## src/hw/rtl/stac_pkg.sv

```systemverilog
// Shared types and constants for the segment table allocate/check block.
// Holds the request codes, the token that walks the cell chain and the
// stored segment entry. No dependencies.
`default_nettype none

package stac_pkg;

    localparam int DATA_W        = 24;
    localparam int ADDR_W        = DATA_W + 1;
    localparam int NEED_W        = DATA_W + 2;
    localparam int FUNC_W        = 2;
    localparam int USED_W        = 5;
    localparam int SLOTS_DEFAULT = 16;

    localparam logic [FUNC_W-1:0] FUNC_ALLOC  = 2'd0;
    localparam logic [FUNC_W-1:0] FUNC_ACCESS = 2'd1;
    localparam logic [FUNC_W-1:0] FUNC_CLEAR  = 2'd2;

    // Request plus the results gathered so far as it passes the cells.
    typedef struct packed {
        logic [FUNC_W-1:0] func;
        logic [DATA_W-1:0] base;
        logic [ADDR_W-1:0] end_addr;
        logic [DATA_W-1:0] lim;
        logic              zero;
        logic              overlap;
        logic [ADDR_W-1:0] top;
        logic              hit;
    } stac_token_t;

    typedef struct packed {
        logic [DATA_W-1:0] lbase;
        logic [DATA_W-1:0] lim;
        logic [DATA_W-1:0] pbase;
    } stac_entry_t;

endpackage

`default_nettype wire

```

## src/hw/rtl/stac_cell.sv

```systemverilog
// One slot of the segment table: holds a segment and checks the passing
// request token against it, then hands the token to the next slot.
// Depends on stac_pkg.
`default_nettype none

module stac_cell #(
    parameter int IDX   = 0,
    parameter int CNT_W = 5
) (
    input  logic                clk,
    input  logic                rst_n,
    input  logic                adv,
    input  logic [CNT_W-1:0]    count,
    input  logic                wr,
    input  stac_pkg::stac_entry_t wdata,
    input  logic                tin_valid,
    input  stac_pkg::stac_token_t tin,
    output logic                tout_valid,
    output stac_pkg::stac_token_t tout
);
    import stac_pkg::*;

    localparam logic [CNT_W-1:0] MY_IDX = CNT_W'(IDX);

    stac_entry_t       ent_reg;
    stac_token_t       tok_reg;
    stac_token_t       tok_next;
    logic              vld_reg;
    logic              active;
    logic [ADDR_W-1:0] cb;
    logic [ADDR_W-1:0] ce;
    logic [ADDR_W-1:0] pe;
    logic [ADDR_W-1:0] base_x;

    always_comb
    begin
        active   = MY_IDX < count;
        cb       = {1'b0, ent_reg.lbase};
        ce       = cb + {1'b0, ent_reg.lim};
        pe       = {1'b0, ent_reg.pbase} + {1'b0, ent_reg.lim};
        base_x   = {1'b0, tin.base};
        tok_next = tin;
        if (active)
        begin
            if ((base_x >= cb && base_x < ce) || (tin.end_addr > cb && tin.end_addr <= ce))
            begin
                tok_next.overlap = 1'b1;
            end
            if (pe > tin.top)
            begin
                tok_next.top = pe;
            end
            if (base_x >= cb && tin.end_addr <= ce)
            begin
                tok_next.hit = 1'b1;
            end
        end
    end

    // A new segment is appended at the slot whose index equals the fill count.
    always_ff @(posedge clk)
    begin
        if (wr && count == MY_IDX)
        begin
            ent_reg <= wdata;
        end
    end

    always_ff @(posedge clk)
    begin
        if (adv)
        begin
            tok_reg <= tok_next;
        end
    end

    always_ff @(posedge clk or negedge rst_n)
    begin
        if (!rst_n)
        begin
            vld_reg <= 1'b0;
        end
        else if (adv)
        begin
            vld_reg <= tin_valid;
        end
    end

    assign tout_valid = vld_reg;
    assign tout       = tok_reg;

endmodule

`default_nettype wire

```

## config.mk

```make
export PLATFORM = sky130hd
export DESIGN_NAME = stac_cell
export DESIGN_NICKNAME = d
export VERILOG_FILES = /design/src/hw/rtl/stac_pkg.sv /design/src/hw/rtl/stac_cell.sv
export SDC_FILE = /design/constraint.sdc
export NUM_CORES = 1
export LEC_CHECK = 0
export BUFFER_PORTS_ARGS = -buffer_cell sky130_fd_sc_hd__buf_2
export CAP_MARGIN = 20
export CORE_MARGIN = 8
export CORE_UTILIZATION = 58
export DETAILED_ROUTE_END_ITERATION = 16
export GPL_TIMING_DRIVEN = 1
export PLACE_DENSITY = 0.89
export SLEW_MARGIN = 20
export SYNTH_ARGS = -nofsm -noshare
export SYNTH_HDL_FRONTEND = slang
export SYNTH_SLANG_ARGS = --single-unit
```

## constraint.sdc

```tcl
create_clock -name clk -period 8.55 [get_ports clk]
set_input_delay 0.855 -clock clk [delete_from_list [all_inputs] [get_ports clk]]
set_output_delay 0.855 -clock clk [all_outputs]
set_load 0.01 [all_outputs]
```

==> impl_results.md, run 1 <==
* Multi-input logic area at slightly above 5000 sq um
* DR pass1 iterations at 5
* Nets at roughly 1500
* CP max FO at 14
* Final cell count without fillers at approximately 1400
* Clk buf depth at 2
* Starting Density at 59.1%
* Core area at about 18000 sq um
* Setup_tns at 0 ns
* Worst path arrival time at 5.75 ns
* Clock skew at 0.00727 ns
* Hold Vio Cnt, Final at 0
* Crit start category: flop
* Pwr Density at roughly 160 nW/um^2
* Flops & latches, synth at approximately 180
* Clk Tree Root Cell: clkbuf_16
* DRC errors left at 0
* Fin. max-slew vios at 0
* Vias in the first global route at around 8000
* Async set-reset flop share out of synthesis at 0.568%
* H-tree Lvls at 4
* Antenna-violating nets left at 0
* Status: complete, no violations
* # setup viols final at 0
* GP Congestion at 0.876
* Inserted Clock Buffers at 17
* Clock transition at path regs at approximately 0.07 ns
* Syn Std Cell Area at around 11000 sq um
* Post-Place Worst Slack at about 3 ns
* Layout cell share with drive strength beyond 1 at 30.1%
* CTS Sinks at ~180
* Critical Path Max Stage Delay at between 0.5 and 0.6 ns
* RSZ-0062 raised after global routing: false
* Syn_nets at roughly 1200
* TritonCTS clock tree: done
* Die width at around 150 um
* Routed vias at just over 8000
* # rows at between 40 and 50
* Dpl cell area at between 10000 and 15000 sq um
* Hold_buf cts at 0
* Maximum clock frequency at ~180 MHz
* Initial drt markers at 529
* Slew @ Worst Pin at 0.947 ns
* Synth-to-Final Area Change at 21.4%
* Cells after DPL at ~1400
* Storage element area at roughly 5300 sq um
* Max_cap viols at 0
* Port Buffer Count at around 290
* Setup ws final at a little under 3 ns
* First element of the critical path: ent_reg[24]
* Gr ovfl total at 0
* Gates resized, CTS repair at 0
* Max reg flops at slightly above 100
* Minimum clock period at between 5 and 6 ns
* Die height at ~150 um
* Critical path type: flop to flop
* Synth warnings at 0
* Final period utilization at roughly two thirds
* Largest net degree at the start of global routing at 73
* Ys flop type: edfxtp_1
* Routed WL at approximately 27 mm
* Number of synthesized flops with an enable pin at about 180
* Skew-Pair Late Insertion Delay at 0.43 ns
* Worst VDD drop at between 0.1 and 0.15 mV
* Hold Crit Class: input port to async pin
* Top Family by Delay on Critical Path: compound AO/OA/AOI/OAI gates
* Sequential cell area fraction in the yosys report at around half
* Syn_area_per_cell at 12.2 sq um
* Post-route cell area at roughly 13000 sq um
* Fillers at 1250
* Routed len/inst at 19.2 um
* Initial antenna violation count at 3
* Worst path bufs/invs at 2
* Global-route wire length before repair at between 40 and 50 mm
* Setup crit end kind: flop
* GRT Overall Usage at a little under a quarter
* Die area at around 23000 sq um
* Power, Total at approximately 0.0020 W
* Crit-path slowest cell: a21boi_2
* Pleak at 5.85 nW
* Post-DP HPWL at around 22 mm
* Syn Inst Count at a little under 900
* # IOs at slightly below 300
* Req. time, crit path at 8.73 ns
* Postcts setup bufs at 0
* Via-to-Cell Ratio at about 5.7
* Crit-path cells: ha_1 -> inv_1 -> fa_1 -> nor2b_1 -> o31a_1 -> a21oi_1 -> a21oi_1 -> o21a_1 -> o21a_1 -> o21ai_0 -> nor2b_1 -> xnor2_1 -> ha_1 -> nand4_1 -> nor2_1 -> and3_1 -> o21a_1 -> o31ai_1 -> a21oi_1 -> nor4bb_1 -> a211oi_1 -> a21boi_2 -> buf_4 -> mux2_2
* Unique masters post-synth at 65
* R2R Path Start: ent_reg[24]
* Max-slew headroom at a little under two fifths
-- cell usage after synthesis (2+ instances only) --
library cell  instances  area (sq um)
nor4_1                7          43.8
nand3_1              20           100
buf_4                 2          15.0
a21oi_1              60           300
fa_1                  2          40.0
xnor2_1              18           158
nand2_1              38           143
a31oi_1               6          37.5
and3_1                5          31.3
edfxtp_1            175          5260
a211o_1               3          26.3
o31ai_1               4          30.0
ha_1                165          2060
o21a_1               16           120
o21ai_0              43           215
a2111oi_0             7          61.3
a21o_1               31           233
mux2_2               25           282
nor3_1               17          85.1
o21bai_1              4          30.0
a211oi_1             11          82.6
or3_1                 2          12.5
o211ai_1              4          30.0
nor2b_1              18           113
nor2_1               34           128
nand2b_1             10          62.6
inv_1                68           255
nand4_1              17           106
o31a_1                3          26.3
xor2_1               20           175
or4_1                 2          15.0
-- final cells by class --
class	instances	share of cell area, %
repair buffers	290	11.3
clock inverters	14	0.902
diodes	2	0.0388
clock buffers	17	3.30
flip-flops and latches	176	40.9
multi-input cells	623	39.3
inverters	68	1.98
well taps	229	2.22
-- metrics by stage --
stage | hold slack (ns) | utilization (%)
5_1_grt | 0.174 | 71.8
3_5_place_dp | 0.498 | 68.7
2_1_floorplan | 0.551 | -
4_1_cts | 0.173 | 71.8
6_report | 0.185 | 71.8
3_3_place_gp | 0.485 | 68.7
-- final timing paths --
check | depth (start not counted) | end | slack [ns]
max | 24 | tout[1] | 2.98
min | 1 | tout_valid | 0.19
max reg2reg | 24 | tout[1] | 2.98
min reg2reg | 1 | tout_valid | 0.51
max in group asynchronous | 1 | tout_valid | 8.28
min in group clk | 1 | tout_valid | 0.51
-- power breakdown --
part           internal, W  switching [W]  total, W  leakage (nW)
clock network     0.000398       0.000325  0.000723         0.254
registers          0.00100      0.0000124   0.00101          1.67
logic             0.000133       0.000159  0.000292          3.93
total              0.00153       0.000496   0.00203          5.85
-- routing by layer --
| layer | GRT usage [%] | vias up | share of wire, % |
|---|---|---|---|
| met1 | 28.7 | 3815 | 41 |
| li1 | - | 3954 | - |
| met4 | 8.56 | 4 | 2.5 |
| met5 | 0 | - | 0.084 |
| met3 | 5.05 | 42 | 8.6 |
| met2 | 39.7 | 323 | 48 |
-- cell families (layout without fill, tap and decap cells) --
kind of cell | Yosys count | in the layout | synth area share, %
and+or+nand+nor | 180 | 180 | 8.73
adders and majority gates | 168 | 168 | 19.9
DFF | 176 | 176 | 49.7
muxes | 26 | 26 | 2.74
buffers and inverters | 72 | 389 | 2.63
other | 0 | 2 | 0
AOI/OAI and AO/OA | 209 | 209 | 12.8
xor gates and xnor gates | 40 | 40 | 3.51
-- cell usage in the layout (no fill, tap or decap), types with 20 or more instances in the layout --
master / n
ha_1: 165
inv_1: 68
xor2_1: 20
nor2_1: 34
buf_2: 287
o21ai_0: 43
nand2_1: 38
mux2_2: 25
a21oi_1: 60
edfxtp_1: 175
nand3_1: 20
a21o_1: 31
(Power assumes the default switching activity.)
==> inputs of run 2 (changes only) <==
--- a/config.mk
+++ b/config.mk
@@ -8,10 +8,10 @@
 export BUFFER_PORTS_ARGS = -buffer_cell sky130_fd_sc_hd__buf_2
 export CAP_MARGIN = 20
 export CORE_MARGIN = 8
-export CORE_UTILIZATION = 58
+export CORE_UTILIZATION = 48
 export DETAILED_ROUTE_END_ITERATION = 16
 export GPL_TIMING_DRIVEN = 1
-export PLACE_DENSITY = 0.89
+export PLACE_DENSITY = 0.79
 export SLEW_MARGIN = 20
 export SYNTH_ARGS = -nofsm -noshare
 export SYNTH_HDL_FRONTEND = slang
==> constraint.sdc (replaced) <==
create_clock -name clk -period 4.5 [get_ports clk]
set_input_delay 0.45 -clock clk [delete_from_list [all_inputs] [get_ports clk]]
set_output_delay 0.45 -clock clk [all_outputs]
set_load 0.01 [all_outputs]
==> impl_results.md, run 2 (synthesized netlist as in run 1, its figures left out) <==
* Status: complete, but fails checks (was complete, no violations)
* Failing checks: negative setup slack
* Levels on crit path at 25 (was 24)
* Pleak at 6.31 nW (was 5.85 nW)
* Met1 usage at 25.0% (was 28.7%)
* # setup viols final at 24 (was 0)
* Worst path bufs/invs at 3 (was 2)
* Setup_tns at -7.64 ns (was 0 ns)
* Slew @ Worst Pin at 0.961 ns (was 0.947 ns)
* Critical Path Max Stage Delay at 0.40 ns (was 0.59 ns)
* GRT Max-Usage Layer: met2 (unchanged)
* Routed len/inst at 18.9 um (was 19.2 um)
* Post-DP HPWL at 23.0 mm (was 22.2 mm)
* Initial antenna violation count at 6 (was 3)
* CTS Sinks at 176 (unchanged)
* Met2 Use GR at 35.5% (was 39.7%)
* R2R Setup Slk at -0.34 ns (was 2.98 ns)
* Global-route wire length before repair at 43.6 mm (was 41.2 mm)
* GRT Overall Usage at 20.8% (was 23.4%)
* Crit-path slowest cell: edfxtp_1 (was a21boi_2)
* Most frequent cells in the layout: buf_2 (287), edfxtp_1 (175), ha_1 (161) (was buf_2 (287), edfxtp_1 (175), ha_1 (165))
* Worst VDD drop at 0.240 mV (was 0.136 mV)
* Via-to-Cell Ratio at 5.39 (was 5.74)
* DRC errors left at 0 (unchanged)
* Die area at 27100 sq um (was 22900 sq um)
* Gr ovfl total at 0 (unchanged)
* Critical path type: flop to flop (unchanged)
* Routed vias at 8307 (was 8138)
* Die width at 165 um (was 151 um)
* Maximum clock frequency at 207 MHz (was 179 MHz)
* Setup crit end kind: flop (unchanged)
* Worst setup endpoint: tout[7] (was tout[1])
* Clock transition at path regs at 0.08 ns (was 0.07 ns)
* Top Family by Delay on Critical Path: compound AO/OA/AOI/OAI gates (unchanged)
* Port Buffer Count at 288 (unchanged)
* DR pass1 iterations at 5 (unchanged)
* Hold Vio Cnt, Final at 0 (unchanged)
* Starting Density at 48.8% (was 59.1%)
* First element of the critical path: ent_reg[24] (unchanged)
* Initial drt markers at 468 (was 529)
* Layout cell share with drive strength beyond 1 at 37.6% (was 30.1%)
* Commonest non-fill, non-tap cell in the layout: buf_2 (unchanged)
* Final period utilization at 108% (was 65.2%)
* Synth-to-Final Area Change at 30.8% (was 21.4%)
* # rows at 54 (was 49)
* Reg2Reg Capture Point: tout[7] (was tout[1])
* # IOs at 289 (unchanged)
* GP Congestion at 0.922 (was 0.876)
* Max reg flops at 103 (unchanged)
* Largest net degree at the start of global routing at 73 (unchanged)
* RSZ-0062 raised after global routing: true (was false)
* Pwr Density at 288 nW/um^2 (was 157 nW/um^2)
* Crit start category: flop (unchanged)
* CP max FO at 9 (was 14)
* Worst path arrival time at 5.03 ns (was 5.75 ns)
* Minimum clock period at 4.84 ns (was 5.57 ns)
* Die height at 165 um (was 151 um)
* Core area at 21800 sq um (was 18000 sq um)
* Max-slew headroom at 35.9% (was 36.8%)
* Cell depth of the worst flop-to-flop path at 25 (was 24)
* Fin. max-slew vios at 0 (unchanged)
* Skew-Pair Late Insertion Delay at 0.43 ns (about the same)
* GR Util met3 at 5.13% (was 5.05%)
* Nets at 1596 (was 1528)
* Inserted Clock Buffers at 17 (unchanged)
* Hold Crit Class: input port to flop (was input port to async pin)
* WHS at 0.188 ns (was 0.185 ns)
* R2R Path Start: ent_reg[24] (unchanged)
* Clock skew at 0.0133 ns (was 0.00727 ns)
* TritonCTS clock tree: done (unchanged)
* Vias in the first global route at 8518 (was 8237)
* Req. time, crit path at 4.69 ns (was 8.73 ns)
* Clk buf depth at 2 (unchanged)
* Clk Tree Root Cell: clkbuf_16 (unchanged)
* Routed WL at 29.1 mm (was 27.2 mm)
* Antenna-violating nets left at 0 (unchanged)
* H-tree Lvls at 4 (unchanged)
* Setup ws final at -0.343 ns (was 2.98 ns)
* Max_cap viols at 0 (unchanged)
[run 2: power by group]
group	total (W)	leakage (nW)	switching, W	internal (W)
Sequential	0.00192	1.67	0.0000221	0.00190
Combinational	0.000631	4.37	0.000329	0.000302
Clock	0.00145	0.275	0.000676	0.000775
Total	0.00400	6.31	0.00103	0.00298
[run 2: area by class of cell]
type | count | area, sq um
fillers | 1730 | 7860
multi-input cells | 623 | 5430
flip-flops and latches | 176 | 5280
repair buffers | 358 | 2020
clock buffers | 18 | 429
well taps | 280 | 350
inverters | 68 | 255
clock inverters | 14 | 130
diodes | 3 | 7.51
[run 2: what timing repair did]
item | 4_1_cts | 5_1_grt
cloned | 1 | 0
hold buffers | 1 | 0
buffers inserted | 16 | 10
endpoints found under the hold margin | 1 | 0
setup endpoints to repair | 27 | 27
gates resized for setup | 38 | 43
pin swaps | 20 | 39
[run 2: through the flow]
stage          cell area (sq um)  utilization [%]  total power (W)  setup WS [ns]  instances
6_report                   13900             63.9          0.00400         -0.343       1540
3_5_place_dp               12800             58.8          0.00253         -0.425       1483
3_3_place_gp               12800             58.8          0.00251         -0.177       1483
4_1_cts                    13600             62.7          0.00400         -0.285       1531
2_1_floorplan              10600                -          0.00225        -0.0121        871
5_1_grt                    13900             63.9          0.00416         -0.571       1539
[run 2: metal layers]
layer	vias to the layer above	share of wire (%)
met5	-	0.16
li1	4074	-
met4	6	2.3
met3	51	7.5
met1	3887	41
met2	289	49
[run 2: worst min path at each step]
stage	startpoint	to	depth (start not counted)	slack, ns
after global routing	wdata[6]	ent_reg[6]	1	0.17
final	wdata[35]	ent_reg[35]	1	0.19
after detailed placement	rst_n	tout_valid	1	0.23
after floorplan	rst_n	tout_valid	0	0.15
after CTS	wdata[6]	ent_reg[6]	1	0.17
after global placement	rst_n	tout_valid	1	0.22
[run 2: worst reg2reg max path, delay by kind of cell (launching register included)]
| family | cells | cell delay, ns |
|---|---|---|
| AOI/OAI and AO/OA | 11 | 1.95 |
| buffers and inverters | 3 | 0.32 |
| DFF | 1 | 0.40 |
| muxes | 1 | 0.34 |
| xor gates and xnor gates | 1 | 0.10 |
| and+or+nand+nor | 6 | 0.78 |
| adders and majority gates | 3 | 0.69 |
==> inputs of run 3 (changes only) <==
--- a/config.mk
+++ b/config.mk
@@ -7,8 +7,10 @@
 export LEC_CHECK = 0
 export BUFFER_PORTS_ARGS = -buffer_cell sky130_fd_sc_hd__buf_2
 export CAP_MARGIN = 20
+export CORE_ASPECT_RATIO = 1.5
 export CORE_MARGIN = 8
 export CORE_UTILIZATION = 48
+export CTS_CLUSTER_DIAMETER = 150
 export DETAILED_ROUTE_END_ITERATION = 16
 export GPL_TIMING_DRIVEN = 1
 export PLACE_DENSITY = 0.79
==> impl_results.md, run 3 (synthesized netlist as in run 1, its figures left out) <==
* Status: complete, but fails checks (unchanged)
* Failing checks: negative setup slack (unchanged)
* Worst path arrival time at 5.21 ns (was 5.03 ns)
* Global-route wire length before repair at 46.0 mm (was 43.6 mm)
* GRT Overall Usage at 22.1% (was 20.8%)
* Clk Tree Root Cell: clkbuf_16 (unchanged)
* Pleak at 6.33 nW (was 6.31 nW)
* Initial antenna violation count at 0 (was 6)
* Minimum clock period at 5.02 ns (was 4.84 ns)
* Layout cell share with drive strength beyond 1 at 37.3% (was 37.6%)
* Routed len/inst at 19.9 um (was 18.9 um)
* Starting Density at 48.9% (was 48.8%)
* Setup ws final at -0.521 ns (was -0.343 ns)
* Hold Crit Class: input port to flop (unchanged)
* Setup crit end kind: flop (unchanged)
* Routed vias at 8526 (was 8307)
* Die width at 137 um (was 165 um)
* H-tree Lvls at 4 (unchanged)
* Vias in the first global route at 9044 (was 8518)
* Routed WL at 30.8 mm (was 29.1 mm)
* Die height at 198 um (was 165 um)
* Initial drt markers at 470 (was 468)
* Max reg flops at 103 (unchanged)
* Nets at 1611 (was 1596)
* Critical path type: flop to flop (unchanged)
* Gr ovfl total at 0 (unchanged)
* Max-slew headroom at 50.2% (was 35.9%)
* Worst VDD drop at 0.234 mV (was 0.240 mV)
* Post-Place Worst Slack at -0.562 ns (was -0.425 ns)
* Synth-to-Final Area Change at 30.5% (was 30.8%)
* Clock skew at 0.0119 ns (was 0.0133 ns)
* Clock transition at path regs at 0.07 ns (was 0.08 ns)
* Crit start category: flop (unchanged)
* Inserted Clock Buffers at 17 (unchanged)
* Max_cap viols at 0 (unchanged)
* Worst path bufs/invs at 3 (unchanged)
* DR pass1 iterations at 5 (unchanged)
* Core area at 21700 sq um (was 21800 sq um)
* Antenna-violating nets left at 0 (unchanged)
* Critical Path Max Stage Delay at 0.41 ns (was 0.40 ns)
* # setup viols final at 25 (was 24)
* Cells after DPL at 1491 (was 1483)
* RSZ-0062 raised after global routing: true (unchanged)
* Most frequent cells in the layout: buf_2 (287), edfxtp_1 (175), ha_1 (161) (unchanged)
* TritonCTS clock tree: done (unchanged)
* # rows at 66 (was 54)
* Skew-Pair Late Insertion Delay at 0.44 ns (was 0.43 ns)
* CP max FO at 6 (was 9)
* Hold Vio Cnt, Final at 0 (unchanged)
* WHS at 0.178 ns (was 0.188 ns)
* Top Family by Delay on Critical Path: compound AO/OA/AOI/OAI gates (unchanged)
* Final period utilization at 112% (was 108%)
* GP Congestion at 0.880 (was 0.922)
* Fin. max-slew vios at 0 (unchanged)
* Diode count at 0 (was 3)
* Pwr Density at 294 nW/um^2 (was 288 nW/um^2)
* Maximum clock frequency at 199 MHz (was 207 MHz)
* Post-DP HPWL at 24.7 mm (was 23.0 mm)
* Largest net degree at the start of global routing at 48 (was 73)
* Via-to-Cell Ratio at 5.53 (was 5.39)
* Die area at 27200 sq um (was 27100 sq um)
* Crit-path slowest cell: edfxtp_1 (unchanged)
* Commonest non-fill, non-tap cell in the layout: buf_2 (unchanged)
* Final cell count without fillers at 1543 (was 1540)
* CTS Sinks at 176 (unchanged)
* DRC errors left at 0 (unchanged)
* Req. time, crit path at 4.69 ns (about the same)
* Clk buf depth at 2 (unchanged)
* Cell mode on critical path: o21a_1
* Port Buffer Count at 288 (unchanged)
* # IOs at 289 (unchanged)
* Slew @ Worst Pin at 0.747 ns (was 0.961 ns)
## run 3: cell types whose count changed in the layout (fill, tap and decap cells not counted), moves of 4 or more
cell     before  now
buf_4        67   79
mux2_4        9    0
mux2_2       16   25
a21oi_1      52   57
a21oi_2       7    3
inv_6         5    1
## run 3: final cells by class
| type | instances | area [sq um] |
|---|---|---|
| tap | 272 | 340 |
| clock inverter | 13 | 165 |
| timing repair buffer | 373 | 2160 |
| inverter | 68 | 255 |
| fill | 1718 | 7860 |
| clock buffer | 18 | 429 |
| multi-input combinational | 623 | 5230 |
| sequential | 176 | 5280 |
## run 3: final timing paths
kind / endpoint / startpoint / slack [ns] / cells past startpoint
setup / recovery: tout[14] / ent_reg[0] / -0.52 / 25
hold / removal: ent_reg[43] / wdata[43] / 0.18 / 1
setup reg to reg: tout[14] / ent_reg[0] / -0.52 / 25
hold reg to reg: tout_valid / tout_valid / 0.50 / 1
max in group asynchronous: tout_valid / rst_n / 4.11 / 2
min in group asynchronous: tout_valid / rst_n / 0.30 / 2
## run 3: timing repair
item | CTS | global route
setup buffers | 9 | 8
hold buffers | 1 | 0
pin swaps | 8 | 29
resized for setup | 19 | 28
cloned | 2 | 1
endpoints found under the setup margin | 26 | 27
endpoints found under the hold margin | 1 | 0
## run 3: worst reg2reg max path: cells and delay by family, from the launching register on
kind            cells  cell delay (ns)
compound gates     11             2.02
xor+xnor            1             0.08
fa+ha+maj           3             0.71
buf+inv             3             0.34
flops               1             0.41
mux                 1             0.33
simple gates        6             0.88
## run 3: layer usage
metal | wire, um | GRT usage (%) | share of wire, %
met1 | 11200 | 23.6 | 36
met2 | 16500 | 40.5 | 54
met3 | 2120 | 4.59 | 6.9
met4 | 944 | 9.25 | 3.1
met5 | 0 | 0 | 0
## run 3: per-stage QoR
step | total power (W) | TNS [ns] | utilization, % | instance area, sq um
final | 0.00408 | -12.15 | 63.8 | 13900
after CTS | 0.00408 | -8.81 | 62.9 | 13700
after detailed placement | 0.00254 | -13.32 | 59.3 | 12900
after global placement | 0.00253 | -8.56 | 59.3 | 12900
after global routing | 0.00422 | -18.49 | 63.8 | 13900
after floorplan | 0.00225 | -0.191 | - | 10600
## run 3: where the power goes
group	total, W	internal [W]	switching, W
Sequential	0.00192	0.00190	0.0000220
Combinational	0.000635	0.000303	0.000332
Clock	0.00152	0.000872	0.000648
Total	0.00408	0.00308	0.00100
